`config.mk`:
```
export PLATFORM = sky130hd
export DESIGN_NAME = task_list_scheduler_core_flat
export DESIGN_NICKNAME = d
export VERILOG_FILES = /design/src/hdl/tls_pkg.sv /design/src/hdl/tls_if.sv /design/src/hdl/tls_cmp.sv /design/src/hdl/tls_store.sv /design/src/hdl/task_list_scheduler_core.sv /design/src/flat_wrapper.sv
export SDC_FILE = /design/constraint.sdc
export NUM_CORES = 2
export LEC_CHECK = 0
export ABC_CLOCK_PERIOD_IN_PS = 22500
export BUFFER_PORTS_ARGS = -buffer_cell sky130_fd_sc_hd__clkbuf_2
export CORE_UTILIZATION = 54
export DETAILED_ROUTE_END_ITERATION = 6
export GPL_ROUTABILITY_DRIVEN = 0
export PLACE_DENSITY_LB_ADDON = 0.2
export SLEW_MARGIN = 20
export SYNTH_ARGS = -nofsm -noshare
export SYNTH_HDL_FRONTEND = slang
export SYNTH_SLANG_ARGS = --single-unit
```
`constraint.sdc`:
```
create_clock -name i_clk -period 22.5 [get_ports i_clk]
set_clock_uncertainty 0.05 [all_clocks]
set_input_delay 1.125 -clock i_clk [delete_from_list [all_inputs] [get_ports i_clk]]
set_output_delay 1.125 -clock i_clk [all_outputs]
set_load 0.01 [all_outputs]
```
`src/hdl/tls_pkg.sv`:
```
`default_nettype none
// ============================================================================
// tls_pkg - task list scheduler shared definitions
// Sizes, request and status codes, and the list store command and status.
// ============================================================================
package tls_pkg;

    localparam int MAX_TASKS = 16;
    localparam int NUM_W     = 16;
    localparam int TIME_W    = 32;
    localparam int IDX_W     = $clog2(MAX_TASKS);
    localparam int CNT_W     = $clog2(MAX_TASKS + 1);

    localparam logic [CNT_W-1:0] MAX_CNT = CNT_W'(MAX_TASKS);

    typedef enum logic [2:0] {
        ACT_CREATE = 3'd0,
        ACT_KILL   = 3'd1,
        ACT_HALT   = 3'd2,
        ACT_SETD   = 3'd3,
        ACT_TICK   = 3'd4,
        ACT_RUN    = 3'd5
    } t_action;

    typedef enum logic [1:0] {
        LIST_READY = 2'd0,
        LIST_SLEEP = 2'd1,
        LIST_HALT  = 2'd2,
        LIST_BAD   = 2'd3
    } t_list;

    typedef enum logic [2:0] {
        ST_OK     = 3'd0,
        ST_NFOUND = 3'd1,
        ST_FULL   = 3'd2,
        ST_BADLST = 3'd3,
        ST_NONE   = 3'd4
    } t_status;

    typedef enum logic [2:0] {
        S_IDLE,
        S_SCAN_R,
        S_SCAN_S,
        S_SCAN_H,
        S_EXEC,
        S_WAKE,
        S_EMIT,
        S_OUT
    } t_state;

    typedef struct packed {
        logic              app_r;
        logic              app_s;
        logic              app_h;
        logic [NUM_W-1:0]  app_num;
        logic [TIME_W-1:0] app_dur;
        logic [TIME_W-1:0] app_start;
        logic              drop_r;
        logic              drop_s;
        logic              drop_h;
        logic [IDX_W-1:0]  drop_idx;
        logic              set_s;
        logic [IDX_W-1:0]  set_idx;
        logic [IDX_W-1:0]  rd_idx;
    } t_store_cmd;

    typedef struct packed {
        logic [CNT_W-1:0]  ready_count;
        logic [CNT_W-1:0]  sleep_count;
        logic [CNT_W-1:0]  halt_count;
        logic [NUM_W-1:0]  ready_num;
        logic [NUM_W-1:0]  sleep_num;
        logic [NUM_W-1:0]  halt_num;
        logic [TIME_W-1:0] sleep_dur;
        logic [TIME_W-1:0] sleep_start;
    } t_store_stat;

endpackage
`default_nettype wire

```
`src/hdl/tls_if.sv`:
```
`default_nettype none
// ============================================================================
// tls_if - request and result channels
// Valid/ready channels carrying one request or one result.
// ============================================================================
interface tls_in_if;
    logic        valid;
    logic        ready;
    logic [2:0]  action;
    logic [15:0] task_number;
    logic [1:0]  start_list;
    logic [31:0] delay_value;

    modport source (output valid, action, task_number, start_list, delay_value,
                    input ready);
    modport sink   (input valid, action, task_number, start_list, delay_value,
                    output ready);
endinterface

interface tls_out_if;
    logic        valid;
    logic        ready;
    logic [15:0] result_task;
    logic [2:0]  status;
    logic        last;

    modport source (output valid, result_task, status, last, input ready);
    modport sink   (input valid, result_task, status, last, output ready);
endinterface
`default_nettype wire

```
`src/hdl/tls_cmp.sv`:
```
`default_nettype none
// ============================================================================
// tls_cmp - shared compare unit
// Number match for list searches and sleep expiry test for wakeups.
// ============================================================================
module tls_cmp
    import tls_pkg::*;
(
    input  wire logic [NUM_W-1:0]  i_a,
    input  wire logic [NUM_W-1:0]  i_b,
    input  wire logic [TIME_W-1:0] i_now,
    input  wire logic [TIME_W-1:0] i_start,
    input  wire logic [TIME_W-1:0] i_dur,
    output logic                   o_eq,
    output logic                   o_expired
);
    logic [TIME_W-1:0] elapsed;

    // match entry against addressed task
    assign o_eq = (i_a == i_b);

    // elapsed time wraps modulo the counter width
    assign elapsed   = i_now - i_start;
    assign o_expired = (elapsed >= i_dur);
endmodule
`default_nettype wire

```
`src/hdl/tls_store.sv`:
```
`default_nettype none
// ============================================================================
// tls_store - ordered task list store
// Ready, sleeping and halted lists with append, drop-and-close and update.
// ============================================================================
module tls_store
    import tls_pkg::*;
(
    input  wire logic       i_clk,
    input  wire logic       i_rst_n,
    input  wire t_store_cmd i_cmd,
    output t_store_stat     o_stat
);
    logic [NUM_W-1:0]  r_ready [MAX_TASKS];
    logic [NUM_W-1:0]  r_halt  [MAX_TASKS];
    logic [NUM_W-1:0]  r_snum  [MAX_TASKS];
    logic [TIME_W-1:0] r_sdur  [MAX_TASKS];
    logic [TIME_W-1:0] r_sst   [MAX_TASKS];
    logic [CNT_W-1:0]  r_rcnt, r_scnt, r_hcnt;
    logic [CNT_W-1:0]  n_rcnt, n_scnt, n_hcnt;

    // update counts
    always_comb begin
        n_rcnt = r_rcnt + CNT_W'(i_cmd.app_r) - CNT_W'(i_cmd.drop_r);
        n_scnt = r_scnt + CNT_W'(i_cmd.app_s) - CNT_W'(i_cmd.drop_s);
        n_hcnt = r_hcnt + CNT_W'(i_cmd.app_h) - CNT_W'(i_cmd.drop_h);
    end

    always_ff @(posedge i_clk) begin
        if (!i_rst_n) begin
            r_rcnt <= '0;
            r_scnt <= '0;
            r_hcnt <= '0;
        end else begin
            r_rcnt <= n_rcnt;
            r_scnt <= n_scnt;
            r_hcnt <= n_hcnt;
        end
    end

    // shift entries down over a dropped slot, append at the tail
    always_ff @(posedge i_clk) begin
        for (int j = 0; j < MAX_TASKS; j++) begin
            if (j < MAX_TASKS - 1) begin
                if (i_cmd.drop_r && IDX_W'(j) >= i_cmd.drop_idx)
                    r_ready[j] <= r_ready[j+1];
                if (i_cmd.drop_h && IDX_W'(j) >= i_cmd.drop_idx)
                    r_halt[j] <= r_halt[j+1];
                if (i_cmd.drop_s && IDX_W'(j) >= i_cmd.drop_idx) begin
                    r_snum[j] <= r_snum[j+1];
                    r_sdur[j] <= r_sdur[j+1];
                    r_sst[j]  <= r_sst[j+1];
                end
            end
            if (i_cmd.app_r && r_rcnt == CNT_W'(j))
                r_ready[j] <= i_cmd.app_num;
            if (i_cmd.app_h && r_hcnt == CNT_W'(j))
                r_halt[j] <= i_cmd.app_num;
            if (i_cmd.app_s && r_scnt == CNT_W'(j)) begin
                r_snum[j] <= i_cmd.app_num;
                r_sdur[j] <= i_cmd.app_dur;
                r_sst[j]  <= i_cmd.app_start;
            end
            if (i_cmd.set_s && i_cmd.set_idx == IDX_W'(j)) begin
                r_sdur[j] <= i_cmd.app_dur;
                r_sst[j]  <= i_cmd.app_start;
            end
        end
    end

    // read one entry of each list
    always_comb begin
        o_stat.ready_count = r_rcnt;
        o_stat.sleep_count = r_scnt;
        o_stat.halt_count  = r_hcnt;
        o_stat.ready_num   = r_ready[i_cmd.rd_idx];
        o_stat.sleep_num   = r_snum[i_cmd.rd_idx];
        o_stat.halt_num    = r_halt[i_cmd.rd_idx];
        o_stat.sleep_dur   = r_sdur[i_cmd.rd_idx];
        o_stat.sleep_start = r_sst[i_cmd.rd_idx];
    end
endmodule
`default_nettype wire

```
`src/hdl/task_list_scheduler_core.sv`:
```
`default_nettype none
// Flow: create and tick go straight to execute and output; kill, halt and set
// delay first search the ready, sleeping and halted lists in turn, each search
// stopping at its first match, then execute. Run walks the sleeping list, then
// emits each ready task as one result. One request at a time; ready is held low
// until the last result is taken.
// Reset (synchronous, active low) empties all lists and clears time and numbering.
// ============================================================================
// task_list_scheduler_core - cooperative task list scheduler
// Sequencer walking three task lists through one shared compare unit.
// ============================================================================
module task_list_scheduler_core
    import tls_pkg::*;
(
    input  wire logic  i_clk,
    input  wire logic  i_rst_n,
    tls_in_if.sink     i_req,
    tls_out_if.source  o_res
);
    t_state            r_state, n_state;
    t_action           r_act, n_act;
    logic [NUM_W-1:0]  r_num, n_num;
    logic [1:0]        r_list, n_list;
    logic [TIME_W-1:0] r_dly, n_dly;
    logic [CNT_W-1:0]  r_idx, n_idx;
    logic              r_rf, n_rf, r_sf, n_sf, r_hf, n_hf;
    logic [IDX_W-1:0]  r_ri, n_ri, r_si, n_si, r_hi, n_hi;
    logic [NUM_W-1:0]  r_next, n_next;
    logic [TIME_W-1:0] r_time, n_time;
    logic              r_ov, n_ov;
    logic [NUM_W-1:0]  r_otask, n_otask;
    t_status           r_ost, n_ost;
    logic              r_olast, n_olast;

    t_store_cmd        cmd;
    t_store_stat       st;
    logic [NUM_W-1:0]  cur_num;
    logic [CNT_W-1:0]  cur_cnt;
    logic              in_range, eq, expired, scan_done;

    tls_store u_store (
        .i_clk   (i_clk),
        .i_rst_n (i_rst_n),
        .i_cmd   (cmd),
        .o_stat  (st)
    );

    tls_cmp u_cmp (
        .i_a       (cur_num),
        .i_b       (r_num),
        .i_now     (r_time),
        .i_start   (st.sleep_start),
        .i_dur     (st.sleep_dur),
        .o_eq      (eq),
        .o_expired (expired)
    );

    // select the list under search
    always_comb begin
        unique case (r_state)
            S_SCAN_S: begin
                cur_num = st.sleep_num;
                cur_cnt = st.sleep_count;
            end
            S_SCAN_H: begin
                cur_num = st.halt_num;
                cur_cnt = st.halt_count;
            end
            S_WAKE: begin
                cur_num = st.sleep_num;
                cur_cnt = st.sleep_count;
            end
            default: begin
                cur_num = st.ready_num;
                cur_cnt = st.ready_count;
            end
        endcase
    end

    assign in_range  = (r_idx < cur_cnt);
    assign scan_done = !in_range || eq;

    assign i_req.ready       = (r_state == S_IDLE);
    assign o_res.valid       = r_ov;
    assign o_res.result_task = r_otask;
    assign o_res.status      = r_ost;
    assign o_res.last        = r_olast;

    // next state
    always_comb begin
        n_state = r_state;
        unique case (r_state)
            S_IDLE: begin
                if (i_req.valid) begin
                    priority case (t_action'(i_req.action))
                        ACT_CREATE, ACT_TICK:          n_state = S_EXEC;
                        ACT_KILL, ACT_HALT, ACT_SETD:  n_state = S_SCAN_R;
                        ACT_RUN:                       n_state = S_WAKE;
                        default:                       n_state = S_IDLE;
                    endcase
                end
            end
            S_SCAN_R: if (scan_done) n_state = S_SCAN_S;
            S_SCAN_S: if (scan_done) n_state = S_SCAN_H;
            S_SCAN_H: if (scan_done) n_state = S_EXEC;
            S_EXEC:   n_state = S_OUT;
            S_WAKE: begin
                if (!in_range)
                    n_state = (st.ready_count == '0) ? S_OUT : S_EMIT;
            end
            S_EMIT:   n_state = S_OUT;
            S_OUT: begin
                if (o_res.ready)
                    n_state = r_olast ? S_IDLE : S_EMIT;
            end
            default:  n_state = S_IDLE;
        endcase
    end

    // datapath and list commands
    always_comb begin
        n_act   = r_act;
        n_num   = r_num;
        n_list  = r_list;
        n_dly   = r_dly;
        n_idx   = r_idx;
        n_rf    = r_rf;
        n_sf    = r_sf;
        n_hf    = r_hf;
        n_ri    = r_ri;
        n_si    = r_si;
        n_hi    = r_hi;
        n_next  = r_next;
        n_time  = r_time;
        n_ov    = r_ov;
        n_otask = r_otask;
        n_ost   = r_ost;
        n_olast = r_olast;
        cmd           = '0;
        cmd.rd_idx    = r_idx[IDX_W-1:0];
        cmd.app_start = r_time;
        cmd.app_dur   = r_dly;
        cmd.app_num   = r_num;
        unique case (r_state)
            S_IDLE: begin
                // latch the request
                if (i_req.valid) begin
                    n_act  = t_action'(i_req.action);
                    n_num  = i_req.task_number;
                    n_list = i_req.start_list;
                    n_dly  = i_req.delay_value;
                    n_idx  = '0;
                    n_rf   = 1'b0;
                    n_sf   = 1'b0;
                    n_hf   = 1'b0;
                end
            end
            S_SCAN_R, S_SCAN_S, S_SCAN_H: begin
                // record first match, advance otherwise
                if (in_range && eq) begin
                    unique case (r_state)
                        S_SCAN_R: begin n_rf = 1'b1; n_ri = r_idx[IDX_W-1:0]; end
                        S_SCAN_S: begin n_sf = 1'b1; n_si = r_idx[IDX_W-1:0]; end
                        default:  begin n_hf = 1'b1; n_hi = r_idx[IDX_W-1:0]; end
                    endcase
                    n_idx = '0;
                end else if (in_range) begin
                    n_idx = r_idx + 1'b1;
                end else begin
                    n_idx = '0;
                end
            end
            S_EXEC: begin
                n_ov    = 1'b1;
                n_olast = 1'b1;
                n_otask = r_num;
                n_ost   = ST_OK;
                priority case (r_act)
                    ACT_CREATE: begin
                        n_otask     = '0;
                        cmd.app_num = r_next;
                        if (t_list'(r_list) == LIST_BAD) begin
                            n_ost = ST_BADLST;
                        end else if ((t_list'(r_list) == LIST_READY && st.ready_count >= MAX_CNT)
                                  || (t_list'(r_list) == LIST_SLEEP && st.sleep_count >= MAX_CNT)
                                  || (t_list'(r_list) == LIST_HALT  && st.halt_count  >= MAX_CNT))
                        begin
                            n_ost = ST_FULL;
                        end else begin
                            cmd.app_r = (t_list'(r_list) == LIST_READY);
                            cmd.app_s = (t_list'(r_list) == LIST_SLEEP);
                            cmd.app_h = (t_list'(r_list) == LIST_HALT);
                            n_otask   = r_next;
                            n_next    = r_next + 1'b1;
                        end
                    end
                    ACT_KILL: begin
                        if (r_rf) begin
                            cmd.drop_r = 1'b1; cmd.drop_idx = r_ri;
                        end else if (r_sf) begin
                            cmd.drop_s = 1'b1; cmd.drop_idx = r_si;
                        end else if (r_hf) begin
                            cmd.drop_h = 1'b1; cmd.drop_idx = r_hi;
                        end else begin
                            n_ost = ST_NFOUND;
                        end
                    end
                    ACT_HALT: begin
                        if (!r_rf && !r_sf) begin
                            n_ost = ST_NFOUND;
                        end else if (st.halt_count >= MAX_CNT) begin
                            n_ost = ST_FULL;
                        end else begin
                            cmd.app_h    = 1'b1;
                            cmd.drop_r   = r_rf;
                            cmd.drop_s   = !r_rf;
                            cmd.drop_idx = r_rf ? r_ri : r_si;
                        end
                    end
                    ACT_SETD: begin
                        if (r_rf || r_hf) begin
                            if (st.sleep_count >= MAX_CNT) begin
                                n_ost = ST_FULL;
                            end else begin
                                cmd.app_s    = 1'b1;
                                cmd.drop_r   = r_rf;
                                cmd.drop_h   = !r_rf;
                                cmd.drop_idx = r_rf ? r_ri : r_hi;
                            end
                        end else if (r_sf) begin
                            cmd.set_s   = 1'b1;
                            cmd.set_idx = r_si;
                        end else begin
                            n_ost = ST_NFOUND;
                        end
                    end
                    default: begin
                        // tick
                        n_otask = '0;
                        n_time  = r_time + 1'b1;
                    end
                endcase
            end
            S_WAKE: begin
                // move expired sleepers to ready while it has room, keep place after a drop
                if (in_range) begin
                    if (expired && st.ready_count < MAX_CNT) begin
                        cmd.app_r    = 1'b1;
                        cmd.app_num  = st.sleep_num;
                        cmd.drop_s   = 1'b1;
                        cmd.drop_idx = r_idx[IDX_W-1:0];
                    end else begin
                        n_idx = r_idx + 1'b1;
                    end
                end else begin
                    n_idx = '0;
                    if (st.ready_count == '0) begin
                        n_ov    = 1'b1;
                        n_otask = '0;
                        n_ost   = ST_NONE;
                        n_olast = 1'b1;
                    end
                end
            end
            S_EMIT: begin
                n_ov    = 1'b1;
                n_otask = st.ready_num;
                n_ost   = ST_OK;
                n_olast = ((r_idx + 1'b1) == st.ready_count);
            end
            S_OUT: begin
                // hold the result until taken
                if (o_res.ready) begin
                    n_ov = 1'b0;
                    if (!r_olast)
                        n_idx = r_idx + 1'b1;
                end
            end
            default: ;
        endcase
    end

    // control registers
    always_ff @(posedge i_clk) begin
        if (!i_rst_n) begin
            r_state <= S_IDLE;
            r_ov    <= 1'b0;
            r_next  <= '0;
            r_time  <= '0;
        end else begin
            r_state <= n_state;
            r_ov    <= n_ov;
            r_next  <= n_next;
            r_time  <= n_time;
        end
    end

    // payload registers
    always_ff @(posedge i_clk) begin
        r_act   <= n_act;
        r_num   <= n_num;
        r_list  <= n_list;
        r_dly   <= n_dly;
        r_idx   <= n_idx;
        r_rf    <= n_rf;
        r_sf    <= n_sf;
        r_hf    <= n_hf;
        r_ri    <= n_ri;
        r_si    <= n_si;
        r_hi    <= n_hi;
        r_otask <= n_otask;
        r_ost   <= n_ost;
        r_olast <= n_olast;
    end

`ifndef ASSERT_OFF
    a_out_in_state: assert property (@(posedge i_clk) disable iff (!i_rst_n)
        r_ov == (r_state == S_OUT))
        else $error("result valid outside output state");
    a_no_overlap: assert property (@(posedge i_clk) disable iff (!i_rst_n)
        i_req.ready |-> !o_res.valid)
        else $error("request taken while a result waits");
    a_counts: assert property (@(posedge i_clk) disable iff (!i_rst_n)
        st.ready_count <= MAX_CNT && st.sleep_count <= MAX_CNT
        && st.halt_count <= MAX_CNT)
        else $error("list count beyond capacity");
    a_tick: assert property (@(posedge i_clk) disable iff (!i_rst_n)
        (r_state == S_EXEC && r_act == ACT_TICK) |=> r_time == $past(r_time) + 1'b1)
        else $error("tick did not advance time");
`endif
endmodule
`default_nettype wire

```
`src/flat_wrapper.sv`:
```
// flat-port wrapper written by rule: the top's interface ports become plain ports
module task_list_scheduler_core_flat import tls_pkg::*;
  (i_clk, i_rst_n, i_req_valid, i_req_action, i_req_task_number, i_req_start_list, i_req_delay_value, i_req_ready, o_res_valid, o_res_result_task, o_res_status, o_res_last, o_res_ready);
  tls_in_if i_req_i ();
  tls_out_if o_res_i ();
  input  wire logic i_clk;
  input  wire logic i_rst_n;
  input wire logic [$bits(i_req_i.valid)-1:0] i_req_valid;
  input wire logic [$bits(i_req_i.action)-1:0] i_req_action;
  input wire logic [$bits(i_req_i.task_number)-1:0] i_req_task_number;
  input wire logic [$bits(i_req_i.start_list)-1:0] i_req_start_list;
  input wire logic [$bits(i_req_i.delay_value)-1:0] i_req_delay_value;
  output wire logic [$bits(i_req_i.ready)-1:0] i_req_ready;
  output wire logic [$bits(o_res_i.valid)-1:0] o_res_valid;
  output wire logic [$bits(o_res_i.result_task)-1:0] o_res_result_task;
  output wire logic [$bits(o_res_i.status)-1:0] o_res_status;
  output wire logic [$bits(o_res_i.last)-1:0] o_res_last;
  input wire logic [$bits(o_res_i.ready)-1:0] o_res_ready;
  assign i_req_i.valid = i_req_valid;
  assign i_req_i.action = i_req_action;
  assign i_req_i.task_number = i_req_task_number;
  assign i_req_i.start_list = i_req_start_list;
  assign i_req_i.delay_value = i_req_delay_value;
  assign i_req_ready = i_req_i.ready;
  assign o_res_valid = o_res_i.valid;
  assign o_res_result_task = o_res_i.result_task;
  assign o_res_status = o_res_i.status;
  assign o_res_last = o_res_i.last;
  assign o_res_i.ready = o_res_ready;
  task_list_scheduler_core u_core (.i_clk(i_clk), .i_rst_n(i_rst_n), .i_req(i_req_i), .o_res(o_res_i));
endmodule
```
# Yosys cells after proc, flatten, opt, wreduce, memory -nomap -nowiden
# Memories as Yosys holds them, arrays and structs flattened. A register that Yosys moved wholly into a read port is not among the register bits.
# Index checks and enable logic that the tools add are counted.
dict set report classes {
  addsub 10
  magnitude_cmp 21
  n_eq_ne 93
  muxes 448
  n_bitwise 111
  reduce_logical 160
}
# operator n
set op_table {}
lappend op_table {{two-way mux 32 bit} 64}
lappend op_table {{two-way mux 16 bit} 55}
lappend op_table {{two-way mux 1 bit} 250}
lappend op_table {{== test 5 x 4 -> 1 bit, second input constant} 24}
lappend op_table {{logical AND 1 bit} 115}
lappend op_table {{OR 1 bit} 107}
lappend op_table {{case mux 16 bit (2 select lines)} 3}
lappend op_table {{two-way mux 4 bit} 18}
lappend op_table {{two-way mux 5 bit} 14}
lappend op_table {{OR reduction 32 bit} 2}
lappend op_table {{== test 5 x 3 -> 1 bit, second input constant} 12}
lappend op_table {{two-way mux 3 bit} 16}
lappend op_table {{case mux 16 bit (3 select lines)} 1}
lappend op_table {{OR reduction 16 bit} 3}
lappend op_table {{adder 32 x 1 -> 32 bit, second input constant} 1}
lappend op_table {{== test 4 bit, second input constant} 8}
lappend op_table {{greater-or-equal comparator 32 bit} 1}
lappend op_table {{subtractor 32 bit} 1}
lappend op_table {{== test 5 x 2 -> 1 bit, second input constant} 6}
lappend op_table {{greater-or-equal comparator 4 bit, first input constant} 7}
lappend op_table {{case mux 3 bit (7 select lines)} 1}
lappend op_table {{case mux 5 bit (4 select lines)} 1}
lappend op_table {{AND reduction 4 bit} 5}
lappend op_table {{== test 3 x 2 -> 1 bit, second input constant} 6}
lappend op_table {{other kinds (48)} 122}
dict set report totals {
  ff_bits 160
  mem_bits_rw 1792
  in_bits 57
  out_inout_bits 22
  word_cells 869
  n_memories 5
}
# memory words width rd rd_clocked_by_memory_dff write_ports line_no
set mem_list {}
lappend mem_list {u_core.u_store.r_sdur 16 32 16 1 15 tls_store.sv:17} ;# logic [TIME_W-1:0] r_sdur [MAX_TASKS];
lappend mem_list {u_core.u_store.r_sst 16 32 16 1 15 tls_store.sv:18} ;# logic [TIME_W-1:0] r_sst [MAX_TASKS];
lappend mem_list {u_core.u_store.r_halt 16 16 16 1 15 tls_store.sv:15} ;# logic [NUM_W-1:0] r_halt [MAX_TASKS];
lappend mem_list {u_core.u_store.r_ready 16 16 16 1 15 tls_store.sv:14} ;# logic [NUM_W-1:0] r_ready [MAX_TASKS];
lappend mem_list {u_core.u_store.r_snum 16 16 16 1 15 tls_store.sv:16} ;# logic [NUM_W-1:0] r_snum [MAX_TASKS];

# Depth between registers and ports, before layout
dict set report depth {
  depth_word 14
  depth_mapped 47
  mapped_depth_nobuf 36
}

# Cells and area by module
# Synthesis repeated with hierarchy kept, for this count alone.
dict set report unflattened {
  cells_unflattened 6107
  hier_area_um2 99515.4
}
# module instances cells_each area_per_inst_um2 seq_area_each_um2
set by_module_without_submodules {}
lappend by_module_without_submodules {tls_store 1 5003 89494.6 54111.9}
lappend by_module_without_submodules {task_list_scheduler_core 1 707 7201.9 3833.7}
lappend by_module_without_submodules {tls_cmp 1 397 2819.0 0.0}

# Worst setup path after synthesis
# No wires, ideal clock.
dict set report synth_path {
  kind {register to register}
  start {register with a tool-made name}
  end {memory u_core.u_store.r_sdur[8][0] (enable)}
  setup_time_ps 706
  arrival_ps 15082
  required_time_ps 21744
  slack_ps 6662
  stages_incl_launch_ff 38
  n_path_buf 12
  synth_period_minus_slack_ps 15838
  path_cell_list {dfxtp_1 buf_4 buf_6 buf_6 buf_6 buf_4 buf_4 buf_4 buf_2 buf_1 buf_2 mux4_2 mux4_2 inv_1 ha_1 and3_1 a221oi_1 a21oi_1 [... 2 more ...] o21ai_0 a211oi_1 o21ai_0 a21o_1 a21oi_1 xnor2_1 ha_1 nand4_1 nor2_1 a21oi_1 o21ai_0 o221a_2 a21oi_1 nor4_2 buf_2 nor2_1 clkbuf_1 o311ai_0}
}
# item line_no
set synth_lines {}
lappend synth_lines {{to (decl)} tls_store.sv:17}

==> impl_metrics.json <==
{
  "status": "complete, but fails checks",
  "violations": "design-rule violations",
  "cpLargestDelayFamily": "buffers and inverters",
  "grt_max_degree": 93,
  "grt_antenna_before_repair": 5,
  "synth_edf_count": 1885,
  "dr_total_vias": 62740,
  "postCtsSetupRepairBufs": 0,
  "power_density_nw_per_um2": 98.62,
  "crit_fanout": 49,
  "cts_max_level": 4,
  "placed_cell_area_um2": 101000,
  "syn-num-nets": 7099,
  "postCtsResizedCells": 0,
  "fmax_mhz": 79.45,
  "async_reset_ff_share_pct": 0,
  "yosysUniqueCellTypes": 82,
  "yosys_register_bits": 1956,
  "grt_pass1_wl_um": 424500,
  "path_buf_inv": 10,
  "nets": 6978,
  "ant_nets": 0,
  "cts_sinks": 1956,
  "hold_violations": 0,
  "die_w_um": 428.0,
  "insertion_delay_ns": 0.87,
  "ioPinCount": 79,
  "seq_area_frac_synth_pct": 59.22,
  "cts_tree": "yes",
  "wirelength_um": 288100,
  "area_growth_pct": 9.863,
  "fin_area_um2": 107600,
  "cp_slowest_stage_delay_ns": 0.89,
  "wl_per_cell_um": 30.83,
  "min-delay-path-class": "input pin to flop",
  "critPathKind": "flop to flop",
  "seq_area_um2": 58040,
  "track_usage_pct": 31.26,
  "yosysWarnings": 0,
  "die_h_um": 428.0,
  "irDropWorstVdd_v": 0.00008262,
  "fillers": 13580,
  "fin_setup_tns_ns": 0,
  "cts_buffer_depth": 3,
  "rows": 155,
  "timing.hold.ws_ns": 0.3855,
  "crit_path_frequent_cell": "buf_4",
  "ys.flop_type": "edfxtp_1",
  "required_ns": 22.92,
  "overflow": 0,
  "fin_crit_sh_pct": 55.94,
  "antennaDiodeCount": 0,
  "worstPathArrival_ns": 13.00,
  "root_buffer": "clkbuf_16",
  "drtIter0Drc": 7476,
  "die-area_um2": 183200,
  "syn_area_um2": 97980,
  "via_per_inst": 6.713,
  "start_kind": "flop",
  "grt_pass1_vias": 62260,
  "port_buffers": 78,
  "synth_top_area_share_pct": 57.77,
  "clkTransAtPathRegs_ns": 0.06,
  "post-dp-hpwl_um": 179200,
  "tightest_slew_ns": 1.200,
  "drive_gt1_share_pct": 29.43,
  "final_core_util_pct": 60.01,
  "slew_viol_final": 0,
  "yosys-top-cells-area": "edfxtp_1 58%, mux4_2 11%, mux2_2 11%",
  "yosys.area.top_type": "edfxtp_1",
  "reg2reg_slack_ns": 9.91,
  "p_leak_nw": 36.46,
  "cts_buffers": 204,
  "critPathSlowestCell": "buf_4",
  "critPathCaptureType": "flop",
  "layout_min_cycle_time_ns": 12.59,
  "route.detailed.drc": 6,
  "finalSetupViolations": 0,
  "drtPass1Iterations": 7,
  "max_cap_violations": 0,
  "multi_input_area_um2": 37770,
  "cts_hold_buf": 0,
  "rsz0062_at_grt": "no",
  "maxSlewHeadroom_pct": 19.13,
  "coreArea_um2": 179400,
  "initial_core_util_pct": 54.62,
  "netlist_instances": 6943,
  "postSynthAreaPerCell_um2": 14.11
}
## sequential cells by signal, summed over array words and instances, names as in the netlist, 2 cells and up, named ones only
name,cells
u_core.o_res.result_task,16
u_core.o_res.status,3
u_core.r_act,3
u_core.r_dly,32
u_core.r_hi,4
u_core.r_idx,5
u_core.r_list,2
u_core.r_next,16
u_core.r_num,16
u_core.r_ri,4
u_core.r_si,4
u_core.r_state,3
u_core.r_time,32
u_core.u_store.r_halt,256
u_core.u_store.r_hcnt,5
u_core.u_store.r_rcnt,5
u_core.u_store.r_ready,256
u_core.u_store.r_scnt,5
u_core.u_store.r_sdur,512
u_core.u_store.r_snum,256
u_core.u_store.r_sst,512
## kinds of logic after synthesis
logic type | count (synthesis) | share of synthesized area, %
AO/OA/AOI/OAI | 1254 | 7.347
flip-flops | 1956 | 59.22
XOR/XNOR | 98 | 0.8760
multiplexers | 1504 | 22.55
adder cells (fa/ha/maj) | 99 | 1.295
buffers and inverters | 723 | 2.989
AND/OR/NAND/NOR | 1309 | 5.726
## cell type report
class / instances / area share [%]
flip-flops and latches: 1956 / 53.92
well taps: 2355 / 2.737
repair buffers: 264 / 1.730
inverters: 132 / 0.4603
clock buffers: 254 / 4.926
clock inverters: 120 / 1.138
multi-input cells: 4264 / 35.09
## layout by cell type (no fill, tap or decap), types with 13 or more instances in the layout
master | synthesis | routed
nand3_1 | 57 | 56
a22o_1 | 14 | 14
nor2b_1 | 22 | 21
clkinv_1 | 1 | 48
nor3_1 | 29 | 24
o21ai_1 | 5 | 14
o211ai_1 | 14 | 14
nand2_1 | 542 | 537
xor2_1 | 28 | 28
clkbuf_16 | 0 | 204
and2_1 | 59 | 58
a22oi_1 | 60 | 60
mux4_2 | 470 | 470
clkinv_2 | 0 | 30
and3_1 | 32 | 32
ha_1 | 95 | 95
clkbuf_1 | 478 | 49
a21oi_1 | 443 | 431
nand4_1 | 20 | 20
buf_4 | 18 | 180
mux2_2 | 923 | 923
bufinv_16 | 0 | 18
edfxtp_1 | 1885 | 1885
o21ai_0 | 487 | 461
o21a_1 | 17 | 17
o22ai_1 | 41 | 35
nor2_1 | 482 | 469
mux2i_1 | 111 | 111
clkbuf_2 | 0 | 78
a21o_1 | 27 | 27
inv_1 | 128 | 128
a221oi_1 | 22 | 22
xnor2_1 | 70 | 70
or3_1 | 13 | 13
dfxtp_1 | 71 | 67
## cells in the mapped netlist (32+ instances only)
cell type,n
buf_2,46
a21oi_1,443
mux4_2,470
nor2_1,482
and2_1,59
nand3_1,57
o22ai_1,41
buf_1,37
inv_1,128
mux2i_1,111
nand2_1,542
o21ai_0,487
mux2_2,923
clkbuf_1,478
dfxtp_1,71
and3_1,32
ha_1,95
xnor2_1,70
edfxtp_1,1885
a22oi_1,60
## per-layer routing
metal | up-vias | share of wire (%) | GRT usage, %
li1 | 26510 | - | -
met1 | 32290 | 39 | 42.28
met2 | 3293 | 47 | 49.81
met3 | 635 | 8.4 | 5.027
met4 | 4 | 5.2 | 14.64
met5 | - | 0.0094 | 0
## metrics by stage
step | power [mW] | worst slack, ns | std cells
after detailed placement | 7.272 | 9.898 | 8968
after floorplan | 6.307 | 6.662 | 6943
after CTS | 10.60 | 9.860 | 9342
after global placement | 7.237 | 9.987 | 8968
after global routing | 10.94 | 8.933 | 9345
final | 10.62 | 9.913 | 9345
## path summary, 6_finish.rpt
kind / to / startpoint / cells after the start
hold reg to reg: u_core.u_store.r_sst[15][0]$_DFFE_PP_ / u_core.r_time[0]$_SDFFE_PN0P_ / 0
hold / removal: u_core.r_dly[4]$_DFFE_PP_ / i_req_delay_value[4] / 1
setup reg to reg: u_core.u_store.r_sdur[1][19]$_DFFE_PP_ / flop / 33
setup / recovery: u_core.u_store.r_sdur[1][19]$_DFFE_PP_ / flop / 33
## where the power goes
part           switching [mW]  internal, mW
registers               0.246          4.23
logic                    1.67          1.10
clock network            1.48          1.88
total                    3.40          7.21
Note: power is estimated with default switching activity, not from simulation.
